===== src/rtl/cbpt_pkg.sv =====
// Package for the capnogram breath phase tracker.
// Holds widths, phase and register codes, the config/result structs and helper functions.
// No dependencies.
package cbpt_pkg;

	localparam int SAMPLE_WIDTH = 16;
	localparam int COUNT_WIDTH  = 16;

	localparam int CFG_WIDTH  = 17;
	localparam int LIM_WIDTH  = 16;
	localparam int IDX_WIDTH  = 3;
	localparam int PH_WIDTH   = 3;
	localparam int ET_WIDTH   = 10;
	localparam int IN_BYTES_W = 16;
	localparam int OUT_DATA_W = 16;

	// signed compare width for samples, differences and thresholds
	localparam int EXT_WIDTH = ((SAMPLE_WIDTH > CFG_WIDTH) ? SAMPLE_WIDTH : CFG_WIDTH) + 2;
	// unsigned compare width for counters against limits
	localparam int CMP_WIDTH = (COUNT_WIDTH > LIM_WIDTH) ? COUNT_WIDTH : LIM_WIDTH;

	// etCO2 divide by 100 as multiply by a rounded-up reciprocal, exact over the sample range
	localparam int ETCO2_DIV = 100;
	localparam int DIV_SHIFT = SAMPLE_WIDTH + 7;
	localparam int MULT_W    = SAMPLE_WIDTH + 1;
	localparam int PROD_W    = SAMPLE_WIDTH + MULT_W;
	localparam logic [63:0] DIV_MULT64 =
		((64'd1 << DIV_SHIFT) + 64'(ETCO2_DIV - 1)) / 64'(ETCO2_DIV);
	localparam logic [MULT_W-1:0] DIV_MULT = DIV_MULT64[MULT_W-1:0];

	// phase codes
	localparam logic [PH_WIDTH-1:0] PH_WAIT = 3'd0;
	localparam logic [PH_WIDTH-1:0] PH_BASE = 3'd1;
	localparam logic [PH_WIDTH-1:0] PH_UP   = 3'd2;
	localparam logic [PH_WIDTH-1:0] PH_PLAT = 3'd3;
	localparam logic [PH_WIDTH-1:0] PH_INSP = 3'd4;

	// register indexes
	localparam logic [IDX_WIDTH-1:0] REG_CO2_LOW_LEVEL    = 3'd0;
	localparam logic [IDX_WIDTH-1:0] REG_BASELINE_RUN_MIN = 3'd1;
	localparam logic [IDX_WIDTH-1:0] REG_UPSTROKE_RUN_MIN = 3'd2;
	localparam logic [IDX_WIDTH-1:0] REG_PLATEAU_MAX_RISE = 3'd3;
	localparam logic [IDX_WIDTH-1:0] REG_PLATEAU_RUN_MIN  = 3'd4;
	localparam logic [IDX_WIDTH-1:0] REG_INSP_MIN_FALL    = 3'd5;
	localparam logic [IDX_WIDTH-1:0] REG_INSP_RUN_MIN     = 3'd6;
	localparam logic [IDX_WIDTH-1:0] REG_APNEA_RUN_MAX    = 3'd7;

	typedef struct packed {
		logic [LIM_WIDTH-1:0]        co2_low_level;
		logic [LIM_WIDTH-1:0]        baseline_run_min;
		logic [LIM_WIDTH-1:0]        upstroke_run_min;
		logic signed [CFG_WIDTH-1:0] plateau_max_rise;
		logic [LIM_WIDTH-1:0]        plateau_run_min;
		logic signed [CFG_WIDTH-1:0] inspiration_min_fall;
		logic [LIM_WIDTH-1:0]        inspiration_run_min;
		logic [LIM_WIDTH-1:0]        apnea_run_max;
	} cfg_t;

	typedef struct packed {
		logic [PH_WIDTH-1:0] phase;
		logic                etco2_valid;
		logic [ET_WIDTH-1:0] etco2_value;
		logic                apnea_alarm;
	} res_t;

	function automatic logic signed [EXT_WIDTH-1:0] smp_ext(input logic [SAMPLE_WIDTH-1:0] v);
		return $signed(EXT_WIDTH'(v));
	endfunction

	function automatic logic signed [EXT_WIDTH-1:0] lim_ext(input logic [LIM_WIDTH-1:0] v);
		return $signed(EXT_WIDTH'(v));
	endfunction

	function automatic logic signed [EXT_WIDTH-1:0] thr_ext(input logic signed [CFG_WIDTH-1:0] v);
		return EXT_WIDTH'(v);
	endfunction

	// saturating run counter: +1 while the condition holds, 0 otherwise
	function automatic logic [COUNT_WIDTH-1:0] bump(input logic [COUNT_WIDTH-1:0] c,
			input logic cond);
		if (!cond)
			return '0;
		else if (&c)
			return c;
		else
			return c + COUNT_WIDTH'(1);
	endfunction

	function automatic logic cnt_gt(input logic [COUNT_WIDTH-1:0] c,
			input logic [LIM_WIDTH-1:0] lim);
		return CMP_WIDTH'(c) > CMP_WIDTH'(lim);
	endfunction

	function automatic logic [ET_WIDTH-1:0] div100(input logic [SAMPLE_WIDTH-1:0] v);
		logic [PROD_W-1:0] prod;
		prod = PROD_W'(v) * PROD_W'(DIV_MULT);
		return ET_WIDTH'(prod >> DIV_SHIFT);
	endfunction

endpackage


===== src/rtl/cbpt_cfg_regs.sv =====
// Configuration register file for the breath phase tracker.
// Write-only registers decoded from a plain write port; uses cbpt_pkg.
module cbpt_cfg_regs (
	input  logic                           clk,
	input  logic                           arst_n,
	input  logic                           we,
	input  logic [cbpt_pkg::IDX_WIDTH-1:0] index,
	input  logic [cbpt_pkg::CFG_WIDTH-1:0] wdata,
	output cbpt_pkg::cfg_t                 cfg
);
	import cbpt_pkg::*;

	cfg_t cfg_q;

	always_ff @(posedge clk or negedge arst_n) begin
		if (!arst_n) begin
			cfg_q <= '0;
		end else if (we) begin
			unique case (index)
				REG_CO2_LOW_LEVEL:    cfg_q.co2_low_level        <= wdata[LIM_WIDTH-1:0];
				REG_BASELINE_RUN_MIN: cfg_q.baseline_run_min     <= wdata[LIM_WIDTH-1:0];
				REG_UPSTROKE_RUN_MIN: cfg_q.upstroke_run_min     <= wdata[LIM_WIDTH-1:0];
				REG_PLATEAU_MAX_RISE: cfg_q.plateau_max_rise     <= $signed(wdata);
				REG_PLATEAU_RUN_MIN:  cfg_q.plateau_run_min      <= wdata[LIM_WIDTH-1:0];
				REG_INSP_MIN_FALL:    cfg_q.inspiration_min_fall <= $signed(wdata);
				REG_INSP_RUN_MIN:     cfg_q.inspiration_run_min  <= wdata[LIM_WIDTH-1:0];
				REG_APNEA_RUN_MAX:    cfg_q.apnea_run_max        <= wdata[LIM_WIDTH-1:0];
				default: ;
			endcase
		end
	end

	assign cfg = cfg_q;

endmodule


===== src/rtl/cbpt_phase_core.sv =====
// Phase tracking core: run counters, phase registers, plateau peak and etCO2 scaling.
// Updates its state once per enabled sample; uses cbpt_pkg.
module cbpt_phase_core (
	input  logic                              clk,
	input  logic                              arst_n,
	input  logic                              en,
	input  logic [cbpt_pkg::SAMPLE_WIDTH-1:0] sample,
	input  cbpt_pkg::cfg_t                    cfg,
	output cbpt_pkg::res_t                    res
);
	import cbpt_pkg::*;

	logic [PH_WIDTH-1:0]     cur_q, pend_q, pend_n, ph;
	logic [SAMPLE_WIDTH-1:0] prev_q, peak_q, peak_n;
	logic [COUNT_WIDTH-1:0]  low_q, rise_q, flat_q, fall_q, blen_q;
	logic [COUNT_WIDTH-1:0]  low_n, rise_n, flat_n, fall_n, blen_n;
	logic signed [EXT_WIDTH-1:0] s_x, p_x, rise_d, fall_d;

	assign ph     = pend_q;
	assign s_x    = smp_ext(sample);
	assign p_x    = smp_ext(prev_q);
	assign rise_d = s_x - p_x;
	assign fall_d = p_x - s_x;

	always_comb begin
		pend_n = pend_q;
		peak_n = peak_q;
		low_n  = low_q;
		rise_n = rise_q;
		flat_n = flat_q;
		fall_n = fall_q;
		blen_n = blen_q;
		unique case (ph)
			PH_WAIT: begin
				low_n = bump(low_q, s_x < lim_ext(cfg.co2_low_level));
				if (cnt_gt(low_n, cfg.baseline_run_min)) begin
					low_n  = '0;
					pend_n = PH_BASE;
				end
			end
			PH_BASE: begin
				rise_n = bump(rise_q, s_x > p_x);
				blen_n = bump(blen_q, 1'b1);
				if (cnt_gt(rise_n, cfg.upstroke_run_min)) begin
					blen_n = '0;
					pend_n = PH_UP;
				end
			end
			PH_UP: begin
				flat_n = bump(flat_q, rise_d < thr_ext(cfg.plateau_max_rise));
				if (cnt_gt(flat_n, cfg.plateau_run_min)) begin
					flat_n = '0;
					pend_n = PH_PLAT;
				end
			end
			PH_PLAT: begin
				if (cur_q != PH_PLAT || sample > peak_q)
					peak_n = sample;
				fall_n = bump(fall_q, fall_d > thr_ext(cfg.inspiration_min_fall));
				if (cnt_gt(fall_n, cfg.inspiration_run_min) ||
						s_x < lim_ext(cfg.co2_low_level)) begin
					fall_n = '0;
					pend_n = PH_INSP;
				end
			end
			PH_INSP: begin
				low_n = bump(low_q, s_x < thr_ext(cfg.inspiration_min_fall));
				if (cnt_gt(low_n, cfg.baseline_run_min)) begin
					low_n  = '0;
					pend_n = PH_BASE;
				end
			end
			default: begin
				pend_n = PH_UP;
			end
		endcase
	end

	always_comb begin
		res.phase       = ph;
		res.etco2_valid = (ph == PH_INSP) && (cur_q != PH_INSP);
		// peak is stable on inspiration entry, so it comes straight from its register
		res.etco2_value = res.etco2_valid ? div100(peak_q) : '0;
		res.apnea_alarm = (ph == PH_BASE) && cnt_gt(blen_n, cfg.apnea_run_max);
	end

	always_ff @(posedge clk or negedge arst_n) begin
		if (!arst_n) begin
			cur_q  <= PH_WAIT;
			pend_q <= PH_WAIT;
			prev_q <= '0;
			peak_q <= '0;
			low_q  <= '0;
			rise_q <= '0;
			flat_q <= '0;
			fall_q <= '0;
			blen_q <= '0;
		end else if (en) begin
			cur_q  <= ph;
			pend_q <= pend_n;
			prev_q <= sample;
			peak_q <= peak_n;
			low_q  <= low_n;
			rise_q <= rise_n;
			flat_q <= flat_n;
			fall_q <= fall_n;
			blen_q <= blen_n;
		end
	end

`ifndef NO_ASSERTIONS
	a_peak_load: assert property (@(posedge clk) disable iff (!arst_n)
		en && pend_q == PH_PLAT && cur_q != PH_PLAT |=> peak_q == $past(sample))
		else $error("plateau peak not loaded on plateau entry");
	a_peak_hold: assert property (@(posedge clk) disable iff (!arst_n)
		en && pend_q != PH_PLAT |=> peak_q == $past(peak_q))
		else $error("plateau peak changed outside plateau");
	a_blen_clear: assert property (@(posedge clk) disable iff (!arst_n)
		en && pend_q == PH_BASE && pend_n == PH_UP |=> blen_q == '0)
		else $error("baseline length not cleared on upstroke entry");
`endif

endmodule


===== src/rtl/capnogram_breath_phase_tracker_unit.sv =====
// Top level of the capnogram breath phase tracker: input stage, core and output register.
// Depends on cbpt_pkg, cbpt_cfg_regs and cbpt_phase_core.
//
//  port group  dir  width  transaction content
//  s_*         in   16     co2_sample
//  m_*         out  16     phase, etco2_valid, etco2_value, apnea_alarm
//  cfg_*       in   3+17   register index and write data
//
// One sample per clock sustained while the output is not stalled by m_tready.
// The per-sample work is one pass of compares and counter updates plus the etCO2
// reciprocal multiply, between the input stage register and the output register.
// Reset clears phase, counters, peak, configuration and both valid flags to zero.
// A stalled output holds its data; s_tready falls only when both stages are full.
module capnogram_breath_phase_tracker_unit (
	input  logic                            clk,
	input  logic                            arst_n,
	input  logic                            s_tvalid,
	output logic                            s_tready,
	input  logic [cbpt_pkg::IN_BYTES_W-1:0] s_tdata,  // [15:0] co2_sample
	output logic                            m_tvalid,
	input  logic                            m_tready,
	output logic [cbpt_pkg::OUT_DATA_W-1:0] m_tdata,  // [2:0] phase, [3] etco2_valid,
	                                                  // [13:4] etco2_value, [14] apnea_alarm
	input  logic                            cfg_we,
	input  logic [cbpt_pkg::IDX_WIDTH-1:0]  cfg_index,
	input  logic [cbpt_pkg::CFG_WIDTH-1:0]  cfg_wdata
);
	import cbpt_pkg::*;

	cfg_t cfg;
	res_t res;

	logic                    v_s1;
	logic [SAMPLE_WIDTH-1:0] sample_s1;
	logic                    out_valid_q;
	logic [OUT_DATA_W-1:0]   out_data_q;
	logic                    adv, s_acc, en;

	assign adv      = !out_valid_q || m_tready;
	assign s_tready = !v_s1 || adv;
	assign s_acc    = s_tvalid && s_tready;
	assign en       = v_s1 && adv;

	cbpt_cfg_regs u_cfg (
		.clk    (clk),
		.arst_n (arst_n),
		.we     (cfg_we),
		.index  (cfg_index),
		.wdata  (cfg_wdata),
		.cfg    (cfg)
	);

	cbpt_phase_core u_core (
		.clk    (clk),
		.arst_n (arst_n),
		.en     (en),
		.sample (sample_s1),
		.cfg    (cfg),
		.res    (res)
	);

	always_ff @(posedge clk or negedge arst_n) begin
		if (!arst_n) begin
			v_s1        <= 1'b0;
			out_valid_q <= 1'b0;
		end else begin
			if (s_acc)
				v_s1 <= 1'b1;
			else if (adv)
				v_s1 <= 1'b0;
			if (adv)
				out_valid_q <= v_s1;
		end
	end

	always_ff @(posedge clk) begin
		if (s_acc)
			sample_s1 <= SAMPLE_WIDTH'(s_tdata);
		if (en)
			out_data_q <= OUT_DATA_W'({res.apnea_alarm, res.etco2_value,
				res.etco2_valid, res.phase});
	end

	assign m_tvalid = out_valid_q;
	assign m_tdata  = out_data_q;

`ifndef NO_ASSERTIONS
	a_et_phase: assert property (@(posedge clk) disable iff (!arst_n)
		m_tvalid && m_tdata[3] |-> m_tdata[2:0] == PH_INSP)
		else $error("etCO2 reported outside inspiration entry");
	a_apnea_phase: assert property (@(posedge clk) disable iff (!arst_n)
		m_tvalid && m_tdata[14] |-> m_tdata[2:0] == PH_BASE)
		else $error("apnea alarm outside baseline");
	a_no_drop: assert property (@(posedge clk) disable iff (!arst_n)
		v_s1 && !adv |=> v_s1)
		else $error("stage one item lost under stall");
	a_flow: assert property (@(posedge clk) disable iff (!arst_n)
		en |=> out_valid_q)
		else $error("processed item did not reach the output register");
`endif

endmodule

===== config.mk =====
export PLATFORM = sky130hd
export DESIGN_NAME = capnogram_breath_phase_tracker_unit
export DESIGN_NICKNAME = d
export VERILOG_FILES = /design/src/rtl/cbpt_pkg.sv /design/src/rtl/cbpt_cfg_regs.sv /design/src/rtl/cbpt_phase_core.sv /design/src/rtl/capnogram_breath_phase_tracker_unit.sv
export SDC_FILE = /design/constraint.sdc
export NUM_CORES = 1
export LEC_CHECK = 0
export ABC_AREA = 1
export BUFFER_PORTS_ARGS = -buffer_cell sky130_fd_sc_hd__buf_2
export CORE_UTILIZATION = 65
export CTS_CLUSTER_SIZE = 28
export DETAILED_ROUTE_END_ITERATION = 12
export GPL_ROUTABILITY_DRIVEN = 0
export PLACE_DENSITY_LB_ADDON = 0.1
export SYNTH_ARGS = -nofsm -noshare
export SYNTH_HDL_FRONTEND = slang
export SYNTH_SLANG_ARGS = --single-unit

===== constraint.sdc =====
create_clock -name clk -period 16.6 [get_ports clk]
set_clock_uncertainty 0.15 [all_clocks]
set_input_delay 1.66 -clock clk [delete_from_list [all_inputs] [get_ports clk]]
set_output_delay 1.66 -clock clk [all_outputs]
set_load 0.02 [all_outputs]

## Word-level counts from Yosys, hierarchy flattened

Cells that the tools add are included.

- Input bits: 41
- Register bits after elaboration: 281
- Word-level logic and storage cells: 123
- Output and inout bits: 18

- Reductions and logical operators: 33
- Add/subtract/negate cells: 7
- Multiply operators: 1
- $lt $le $gt $ge: 12
- Mux-type cells: 30
- Eq/ne operators: 18

Operator list:

| operator | number |
|---|---|
| 16-bit two-way mux | 21 |
| 16-bit greater-than comparator | 8 |
| 16-bit by 1-bit adder with 16-bit output (second input constant) | 5 |
| 16-bit AND reduction | 5 |
| 17-bit < comparator | 2 |
| 16-bit by 16-bit subtractor with 17-bit output | 2 |
| 16-bit by 17-bit multiplier with 33-bit output (second input constant) | 1 |
| 16-bit case mux with 2 select lines | 1 |
| 2-bit AND reduction | 12 |
| 17-bit greater-than comparator | 1 |
| 16-bit < comparator | 1 |
| 3-bit == test (second input constant) | 5 |
| 3-bit two-way mux | 5 |
| 3-bit case mux with 5 select lines | 1 |
| 3-bit by 2-bit == test with 1-bit output (second input constant) | 4 |
| 2-bit by 1-bit != test with 1-bit output (second input constant) | 5 |
| 3-bit by 1-bit == test with 1-bit output (second input constant) | 2 |
| 3-bit logical NOT | 2 |
| 6-bit AND reduction | 1 |
| 1-bit logical AND | 4 |
| 1-bit logical OR | 4 |
| 2-bit nonzero test | 2 |
| 3-bit by 2-bit != test with 1-bit output (second input constant) | 1 |
| 3-bit != test (second input constant) | 1 |
| 3 further kinds | 5 |

## Longest topological paths before layout

Gate-level depths: netlist of run 1.

- Word-level depth: 9
- Gate-level depth with buffers: 39
- Gate-level depth less buffers: 37

## Hierarchy

From an unflattened synthesis of run 1, not the netlist that was laid out.

- Cell total of the unflattened synthesis: 3330
- Area, all modules: 25220.4 sq um

By module, submodules not included:

| module | times used | area each (sq um) | cells each | sequential area each (sq um) |
|---|---|---|---|---|
| cbpt_phase_core | 1 | 18911.9 | 2698 | 2952.8 |
| cbpt_cfg_regs | 1 | 5271.3 | 587 | 3253.1 |
| capnogram_breath_phase_tracker_unit | 1 | 1037.2 | 45 | 980.9 |

## Worst setup path before layout of run 1

OpenSTA, ideal clock, no wires.

- Path kind: register to register
- Start point: register u_core.peak_q[10]
- End point: register out_data_q[6] (netlist: m_tdata[6]), data pin
- Cell stages (with the launch flop): 18
- Data arrival time: 4785 ps
- Library setup time: 257 ps
- Period minus slack after synthesis: 5191 ps
- Path slack: 11409 ps
- Required time: 16193 ps
- Buffers on the path: 0
- Path through: dfrtp_1 > fa_1 > inv_1 > fa_1 > inv_1 > fa_1 > fa_1 > fa_1 > fa_1 > ha_1 > nand2_1 > inv_1 > a21boi_0 > o21bai_1 > a31oi_1 > nand2_1 > o21ai_0 > nor2_1

- Cells in the longest elaborated chain, start to end: 1

Ends and longest elaborated chain:

| what | line | RTL |
|---|---|---|
| from (decl) | cbpt_phase_core.sv:14 | `logic [SAMPLE_WIDTH-1:0] prev_q, peak_q, peak_n;` |
| from (signal assigned) | cbpt_phase_core.sv:102 | `peak_q <= peak_n;` |
| 16-bit by 17-bit multiplier with 33-bit output | cbpt_pkg.sv:96 | `prod = PROD_W'(v) * PROD_W'(DIV_MULT);` |
| to (signal assigned) | capnogram_breath_phase_tracker_unit.sv:80 | `out_data_q <= OUT_DATA_W'({res.apnea_alarm, res.etco2_value,` |
| to (decl) | capnogram_breath_phase_tracker_unit.sv:36 | `logic [OUT_DATA_W-1:0] out_data_q;` |

No other way between the ends.
A chain may end at the register's enable or synchronous reset.

==> results.txt, run 1 <==
The largest net degree at the start of global routing came out at 122. In this run the clock root is driven by a sky130_fd_sc_hd__clkbuf_16. The number of buffer and inverter instances along the worst setup path is 3.

The count of filler cells inserted in the layout is 2,985. The xor and xnor area share after synthesis is 2.13%. Broken down by cell family, the worst path's largest delay share belongs to simple AND/OR/NAND/NOR gates.

The chip width is between 150 and 200 um. The highest attainable clock frequency came out at ~150 MHz. Setup violations remaining at the end of the flow were counted as 0.

For the worst setup path, the data arrival time is 6.79 ns. The met2 track demand over resource in global routing is 58.6%. The number of synthesized register bits is 281. The total global routing track utilization came out at 35.2%. The clock passes through at most 3 buffers. The core box area is between 30,000 and 40,000 um^2.

The flow ran to the end, and the final reports show no timing, DRC or antenna violations. Summed over its instances, the top area cell type makes up 25.4% of the synthesized netlist area. Setup repair after global routing left no endpoint under its margin. The final-layout setup total negative slack is 0 ns. The worst hold path belongs to the class reg -> reg. TritonCTS built the clock tree. The fraction of met1 tracks used by global routing is 46.0%. After Yosys synthesis, and, or, nand and nor cells account for 22.1% of the synthesized area. The quantity of hold-fixing buffers added after cts came out at 0. The required time at the worst-slack endpoint is 16.86 ns. The mean number of vias per cell came out at 5.80. The worst setup path is launched from a register. Measured along the y axis, the die boundary spans 197 um. In the routed design, unresolved DRC markers number 0. Cells with a size suffix above 1 make up between 5 and 6% of the layout.

The sequential area share after synthesis came out at between 20% and 30%. The critical-path maximum fanout came out at 20. The met3 global-route usage came out at 5.80%. The clock reaches the later pin of the worst-skew pair after 0.57 ns. The time the final worst path needs with I/O delays and setup is 6.53 ns.

The initial core utilization came out at 66.7%. Once layout is complete, the utilization of the core stands at 71.6%. For the pin with the worst max-slew slack, the measured transition is 1.20 ns. A synthesized cell averages 7.68 um^2. For this design, the sink count on the clock tree is 281. After clock tree synthesis, the clock-pin slew on the worst setup and hold paths is 0.06 ns. The area growth from synthesis to layout is 7.38%. The post-synth net total is 3,693. The share of synthesized registers carrying an async set or reset came out at 89.0%. After synthesis, the cell types taking the most area are sky130_fd_sc_hd__dfrtp_1 25%, sky130_fd_sc_hd__ha_1 18%, sky130_fd_sc_hd__nand2_1 12%, sky130_fd_sc_hd__inv_1 8.1%, sky130_fd_sc_hd__fa_1 8.0%.

The number of antenna violations at the first check in global routing is 3. The die covers around 39,000 um^2. The number of global-route vias before repair is 21,900. The number of levels in the clock H-tree is 2.

The routed layout has 21,800 vias. The global routing stage identified its most utilized layer as met2. Measured against its own limit, the worst slew margin works out to about a fifth. For this run, the number of Yosys warnings is 0. The number of buffers created by CTS came out at 35. The compound-cell area share of the yosys netlist is 11.1%. The mux contribution to synthesized area is 0.0406%. The cell at the slowest stage of the critical path is sky130_fd_sc_hd__nand3_1.

The final-report max-slew violation count is 0. Counting distinct cell types in the post-synthesis netlist gives 54. The number of detailed-route iterations in the first pass is 8.

The most prevalent standard cell on the critical path is sky130_fd_sc_hd__nand2_1. The row count is 70. The half-perimeter wire length of the detailed placement result came out at around 50,000 um. The number of enable flip-flop cells after synthesis came out at 31.

The global-route wire length before repair is 109,000 um. The average routed wire per standard cell is 17.4 um. The largest total area in the synthesized netlist belongs to sky130_fd_sc_hd__dfrtp_1. The main flop type after synthesis is sky130_fd_sc_hd__dfrtp_1.

The initial detailed-routing violation count is 1,734. The total I/O pin count is between 50 and 60. The gate count of the mapped netlist came out at 3,207. The max-capacitance violation count came out at 0. The adder-cell share of the synthesized area came out at between 20% and 30%. The post-route clock period utilization is 39.4%. The post-CTS setup-driven buffer insertion count came out at 0.

The number of cells upsized or downsized after cts is 0. The critical path endpoint category is a register. The total congestion overflow is 0. The worst-case hold slack is 0.335 ns.

The critical path is of the reg -> reg type. The maximum single-stage delay on the critical path came out at 0.78 ns. The main combinational cell family by area after synthesis is adder cells. The remaining number of nets flagged by the antenna check after routing came out at 0. The final count of hold timing violations was 0.

The final-stage net count came out at between 3,000 and 4,000. The post-synthesis instance area is 24,600 um^2. The number of input and output port buffers inserted is 57.

The total wire length after detailed routing is 65,400 um.
flip-flops by register name (all words and copies together) (netlist names):
register / count
u_core.fall_q: 16
u_core.cur_q: 3
sample_s1: 16
u_core.pend_q: 3
u_core.flat_q: 16
u_core.peak_q: 16
u_core.rise_q: 16
u_cfg.cfg: 130
u_core.prev_q: 16
m_tvalid: 1
v_s1: 1
u_core.blen_q: 16
m_tdata: 15
u_core.low_q: 16
Yosys cell counts, types with 3 or more instances:
library cell               instances
sky130_fd_sc_hd__nand2_1         770
sky130_fd_sc_hd__inv_1           533
sky130_fd_sc_hd__ha_1            346
sky130_fd_sc_hd__dfrtp_1         250
sky130_fd_sc_hd__nor2_1          228
sky130_fd_sc_hd__o21ai_0         227
sky130_fd_sc_hd__a21oi_1         156
sky130_fd_sc_hd__nand3_1         146
sky130_fd_sc_hd__fa_1             99
sky130_fd_sc_hd__nand4_1          59
sky130_fd_sc_hd__xor2_1           45
sky130_fd_sc_hd__nor3_1           43
sky130_fd_sc_hd__clkbuf_1         41
sky130_fd_sc_hd__edfxtp_1         31
sky130_fd_sc_hd__buf_2            22
sky130_fd_sc_hd__nor2_2           22
sky130_fd_sc_hd__o22ai_1          19
sky130_fd_sc_hd__a21o_1           18
sky130_fd_sc_hd__xnor2_1          15
sky130_fd_sc_hd__a31oi_1          11
sky130_fd_sc_hd__a21oi_2          10
sky130_fd_sc_hd__o21bai_1         10
sky130_fd_sc_hd__inv_2             9
sky130_fd_sc_hd__nand2_2           9
sky130_fd_sc_hd__o21ai_1           9
sky130_fd_sc_hd__o21a_1            8
sky130_fd_sc_hd__a21boi_0          6
sky130_fd_sc_hd__o211ai_1          6
sky130_fd_sc_hd__buf_4             5
sky130_fd_sc_hd__and3_1            4
sky130_fd_sc_hd__clkinv_1          4
sky130_fd_sc_hd__nor2_4            4
sky130_fd_sc_hd__or2_2             4
sky130_fd_sc_hd__a211oi_1          3
sky130_fd_sc_hd__a31o_2            3
sky130_fd_sc_hd__clkbuf_2          3
sky130_fd_sc_hd__nand3b_1          3
sky130_fd_sc_hd__o31ai_1           3
kinds of logic after synthesis:
group | after synthesis
other | 1
buffers and inverters | 620
adders and majority gates | 445
AOI/OAI and AO/OA | 498
DFF | 281
and+or+nand+nor | 1301
xor gates and xnor gates | 60
muxes | 1
area by class of cell:
cell class	instances	area [um^2]	area share, %
diodes	2	5.00	0.0189
clock buffers	44	940	3.55
clock inverters	19	230	0.870
inverters	546	2050	7.75
multi-input cells	2306	15100	57.0
flip-flops and latches	281	7190	27.2
well taps	504	631	2.38
repair buffers	64	348	1.31
metrics by stage:
step	instances	setup WS [ns]	cell area, um^2
6_report	3766	10.07	26500
3_5_place_dp	3701	10.31	25300
5_1_grt	3766	9.59	26500
4_1_cts	3764	10.18	26500
3_3_place_gp	3701	10.22	25300
2_1_floorplan	3207	11.41	24600
path summary, 6_finish.rpt:
path | end | depth (start not counted) | slack, ns | from
hold reg to reg | u_cfg.cfg[71] | 2 | 0.34 | u_cfg.cfg[71]
setup reg to reg | m_tdata[14] | 27 | 10.07 | sample_s1[8]
hold / removal | u_cfg.cfg[71] | 2 | 0.34 | u_cfg.cfg[71]
min in group asynchronous | u_core.prev_q[4] | 1 | 1.02 | arst_n
max in group asynchronous | u_cfg.cfg[115] | 3 | 12.88 | arst_n
setup / recovery | m_tdata[14] | 27 | 10.07 | sample_s1[8]
layer usage:
metal	wire length [um]	vias up
li1	-	10400
met1	27100	10300
met2	30700	896
met3	5170	188
met4	2420	0
met5	0	-
placed cells by master (no fill, tap or decap), types with 6 or more instances in the layout:
cell type	count
sky130_fd_sc_hd__nand2_1	769
sky130_fd_sc_hd__ha_1	346
sky130_fd_sc_hd__xor2_1	45
sky130_fd_sc_hd__o21a_1	8
sky130_fd_sc_hd__a31oi_1	11
sky130_fd_sc_hd__o22ai_1	19
sky130_fd_sc_hd__a21boi_0	6
sky130_fd_sc_hd__a21oi_1	156
sky130_fd_sc_hd__inv_1	533
sky130_fd_sc_hd__nor2_2	22
sky130_fd_sc_hd__nand3_1	146
sky130_fd_sc_hd__o21bai_1	10
sky130_fd_sc_hd__xnor2_1	15
sky130_fd_sc_hd__o21ai_1	9
sky130_fd_sc_hd__o21ai_0	227
sky130_fd_sc_hd__inv_2	9
sky130_fd_sc_hd__nand4_1	59
sky130_fd_sc_hd__fa_1	99
sky130_fd_sc_hd__edfxtp_1	31
sky130_fd_sc_hd__o211ai_1	6
sky130_fd_sc_hd__clkbuf_16	35
sky130_fd_sc_hd__buf_4	7
sky130_fd_sc_hd__dfrtp_1	250
sky130_fd_sc_hd__a21o_1	18
sky130_fd_sc_hd__nand2_2	10
sky130_fd_sc_hd__nor3_1	41
sky130_fd_sc_hd__buf_2	56
sky130_fd_sc_hd__a21oi_2	10
sky130_fd_sc_hd__clkbuf_1	6
sky130_fd_sc_hd__nor2_1	228
worst min-delay path: stages (launching register included):
cell and delay [ns]:
sky130_fd_sc_hd__dfrtp_1 0.35, sky130_fd_sc_hd__nand2_1 0.05, sky130_fd_sc_hd__o21ai_0 0.05
Power of run 1 is left out: the tool's default activity adds up to more than one toggle a clock period on the data nets, which glitch-free logic cannot reach.
==> inputs of run 2 (changes only) <==
- clock period: 16.6 -> 6.1 ns (I/O delays scaled with it)
==> run 2 against run 1 <==
Compared with the run above: routed wire length is 2.4% lower; register-to-register slack worse by 9.7 ns; first-iteration DRC count is 15% lower; via count is 1.7% lower; design area is 0.65% higher; global-route usage is 1.2 points lower; core utilization is 0.46 points higher; critical path type unchanged.
==> results.txt, run 2 (synthesis results as in run 1) <==
The final-report max-slew violation count is 0 (unchanged). Leaving out fill and tap cells, the most frequent cell in the layout is sky130_fd_sc_hd__nand2_1. The time the final worst path needs with I/O delays and setup came to 5.74 ns (-0.797 ns). The proportion of layout cells with a drive suffix above 1 was 6.29% (+0.40 points).

The row count came out at 70 (unchanged). The slew at the pin closest to its max-slew limit is 1.30 ns (+0.107 ns). The top cell types in the final layout, fill and taps aside, are 768 x sky130_fd_sc_hd__nand2_1, 533 x sky130_fd_sc_hd__inv_1, 346 x sky130_fd_sc_hd__ha_1. The critical path endpoint category is a register. The total I/O pin count is 59 (unchanged). Setup repair after global routing left no endpoint under its margin.

The launching element type of the critical path is a register. The post-route clock period utilization came to 94.0% (+55 points). The total wire length after detailed routing came out at 63,900 um (-2.4%). The largest net degree at the start of global routing came to 133 (+9.0%).

The initial detailed-routing violation count came to 1,477 (-15%). The mean number of vias per cell is 5.67 (-2.1%). The core box area is 37,000 um^2 (unchanged). The TritonCTS clock tree is built.

The number of global-route vias before repair is 21,300 (-2.5%). The count of filler cells inserted in the layout was 2,933 (-1.7%). The flip-flop count of the largest register, all copies and words added came to 130 (unchanged). The critical path is of the reg -> reg type. The number of levels in the clock H-tree is 2 (unchanged).

The cell at the slowest stage of the critical path is sky130_fd_sc_hd__edfxtp_1. The area enclosed by the die boundary is 38,700 um^2 (unchanged). The final-stage net count is 3,734 (+0.38%). The buffer depth of the longest clock path is 3 (unchanged). The remaining number of nets flagged by the antenna check after routing came out at 0 (unchanged).

The number of buffers created by CTS is 35 (unchanged). The die boundary height came out at 197 um (unchanged). The critical-path maximum fanout is 15 (-25%). The total congestion overflow came to 0 (unchanged). The half-perimeter wire length of the detailed placement result came to 48,300 um (-3.5%).

The clock transition time at the flip-flop clock pins of the worst setup and hold paths was 0.06 ns (about the same). The required time at the worst-slack endpoint came out at 6.34 ns (-10.52 ns). The final-layout setup total negative slack is 0 ns (unchanged). The maximum single-stage delay on the critical path is 0.55 ns (-0.23 ns). The detailed-routed wire length on met3 is 4340 um (-16%). The combined area of the multi-input logic cells is 15,100 um^2 (about the same). The total setup violations reported at the end of the flow is 0 (unchanged). The CTS root buffer is sky130_fd_sc_hd__clkbuf_16. The arrival time of the worst setup path was 5.98 ns (-0.81 ns).

The detailed route wirelength on metal2 came out at 30,400 um (-0.84%). The average routed wire per standard cell is 16.9 um (-2.7%). The initial core utilization is 66.7% (unchanged). The highest attainable clock frequency came out at 174 MHz (+14%). The relative max-transition margin came out at 12.5% (-7.2 points). The chip width is 197 um (unchanged). The DRC violation count after routing came out at 0 (unchanged). The highest metal layer used by the detailed router is met5. The most prevalent standard cell on the critical path is sky130_fd_sc_hd__nand2_1.

The flow ran to the end, and the final reports show no timing, DRC or antenna violations. The final count of hold timing violations is 0 (unchanged). The area taken by flip-flops and latches is 7190 um^2 (unchanged). The number of input and output port buffers inserted came out at 57 (unchanged).

The max-capacitance violation count was 0 (unchanged). The total number of vias came out at 21,400 (-1.7%). The TritonCTS sink count is 281 (unchanged). The post-CTS setup-driven buffer insertion count is 0 (unchanged). The number of antenna violations at the first check in global routing came to 2 (-1). The detailed-route wire length on metal 1 came out at 26,800 um (-1.3%). In this run the worst hold path is classified as in -> reg. The global-route wire length before repair is 105,000 um (-3.3%). The area growth from synthesis to layout is 8.07%. The clock latency on the worst-skew pair is 0.56 ns (about the same). The core utilization of the finished layout came out at 72.1% (+0.46 points). The number of detailed-route iterations in the first pass is 6 (-2).

The total global routing track utilization is 34.1% (-1.2 points).
-- run 2: cell types whose count changed in the layout (fill, tap and decap cells not counted), sizes merged --
cell,previous run,this run
clkbuf,44,49
buf,64,77
inv,546,544
dlygate4sd3,0,1
clkinvlp,4,0
bufinv,3,5
-- run 2: through the flow --
stage	hold WS (ns)	worst slack, ns	cells	area, um^2
6_report	0.0799	0.364	3781	26600
5_1_grt	0.0704	0.00553	3780	26600
4_1_cts	0.0584	0.408	3779	26600
3_5_place_dp	0.323	0.457	3714	25400
3_3_place_gp	0.317	0.631	3714	25400
2_1_floorplan	0.164	0.909	3207	24600
-- run 2: repair_timing --
| action | CTS | global route |
|---|---|---|
| setup endpoints to repair | 0 | 14 |
| hold buffers | 1 | 0 |
| endpoints found under the hold margin | 1 | 0 |
| gates resized for setup | 0 | 1 |
-- run 2: path summary, 6_finish.rpt --
| kind | start | end | slack [ns] | cells after the start |
|---|---|---|---|---|
| worst max-delay path | sample_s1[4] | u_core.flat_q[14] | 0.36 | 30 |
| worst min register to register | u_cfg.cfg[112] | u_cfg.cfg[112] | 0.33 | 2 |
| max in group asynchronous | arst_n | u_core.blen_q[14] | 4.03 | 3 |
| worst max register to register | sample_s1[4] | u_core.flat_q[14] | 0.36 | 30 |
| min in group asynchronous | arst_n | u_core.prev_q[12] | 0.52 | 2 |
| worst min-delay path | s_tdata[10] | sample_s1[10] | 0.08 | 1 |
-- run 2: metal layers --
| layer | track usage (%) | vias to the layer above |
|---|---|---|
| met3 | 4.77 | 166 |
| li1 | - | 10500 |
| met2 | 58.7 | 758 |
| met5 | 0 | - |
| met1 | 43.4 | 10100 |
| met4 | 13.2 | 2 |
-- run 2: layout make-up --
type	instances	share of cell area, %
diodes	2	0.0188
clock inverters	15	0.822
repair buffers	78	1.76
clock buffers	49	3.75
flip-flops and latches	281	27.0
well taps	504	2.37
multi-input cells	2306	56.6
inverters	546	7.70
-- run 2: critical path: cells and delay by family, from the launching register on --
kind / cells / cell delay (ns)
flip-flops: 1 / 0.55
buffers and inverters: 6 / 0.91
AO/OA/AOI/OAI: 4 / 0.75
XOR/XNOR: 1 / 0.25
AND/OR/NAND/NOR: 16 / 1.89
adder cells (fa/ha/maj): 3 / 1.05
Power of run 2 is left out for the same reason.
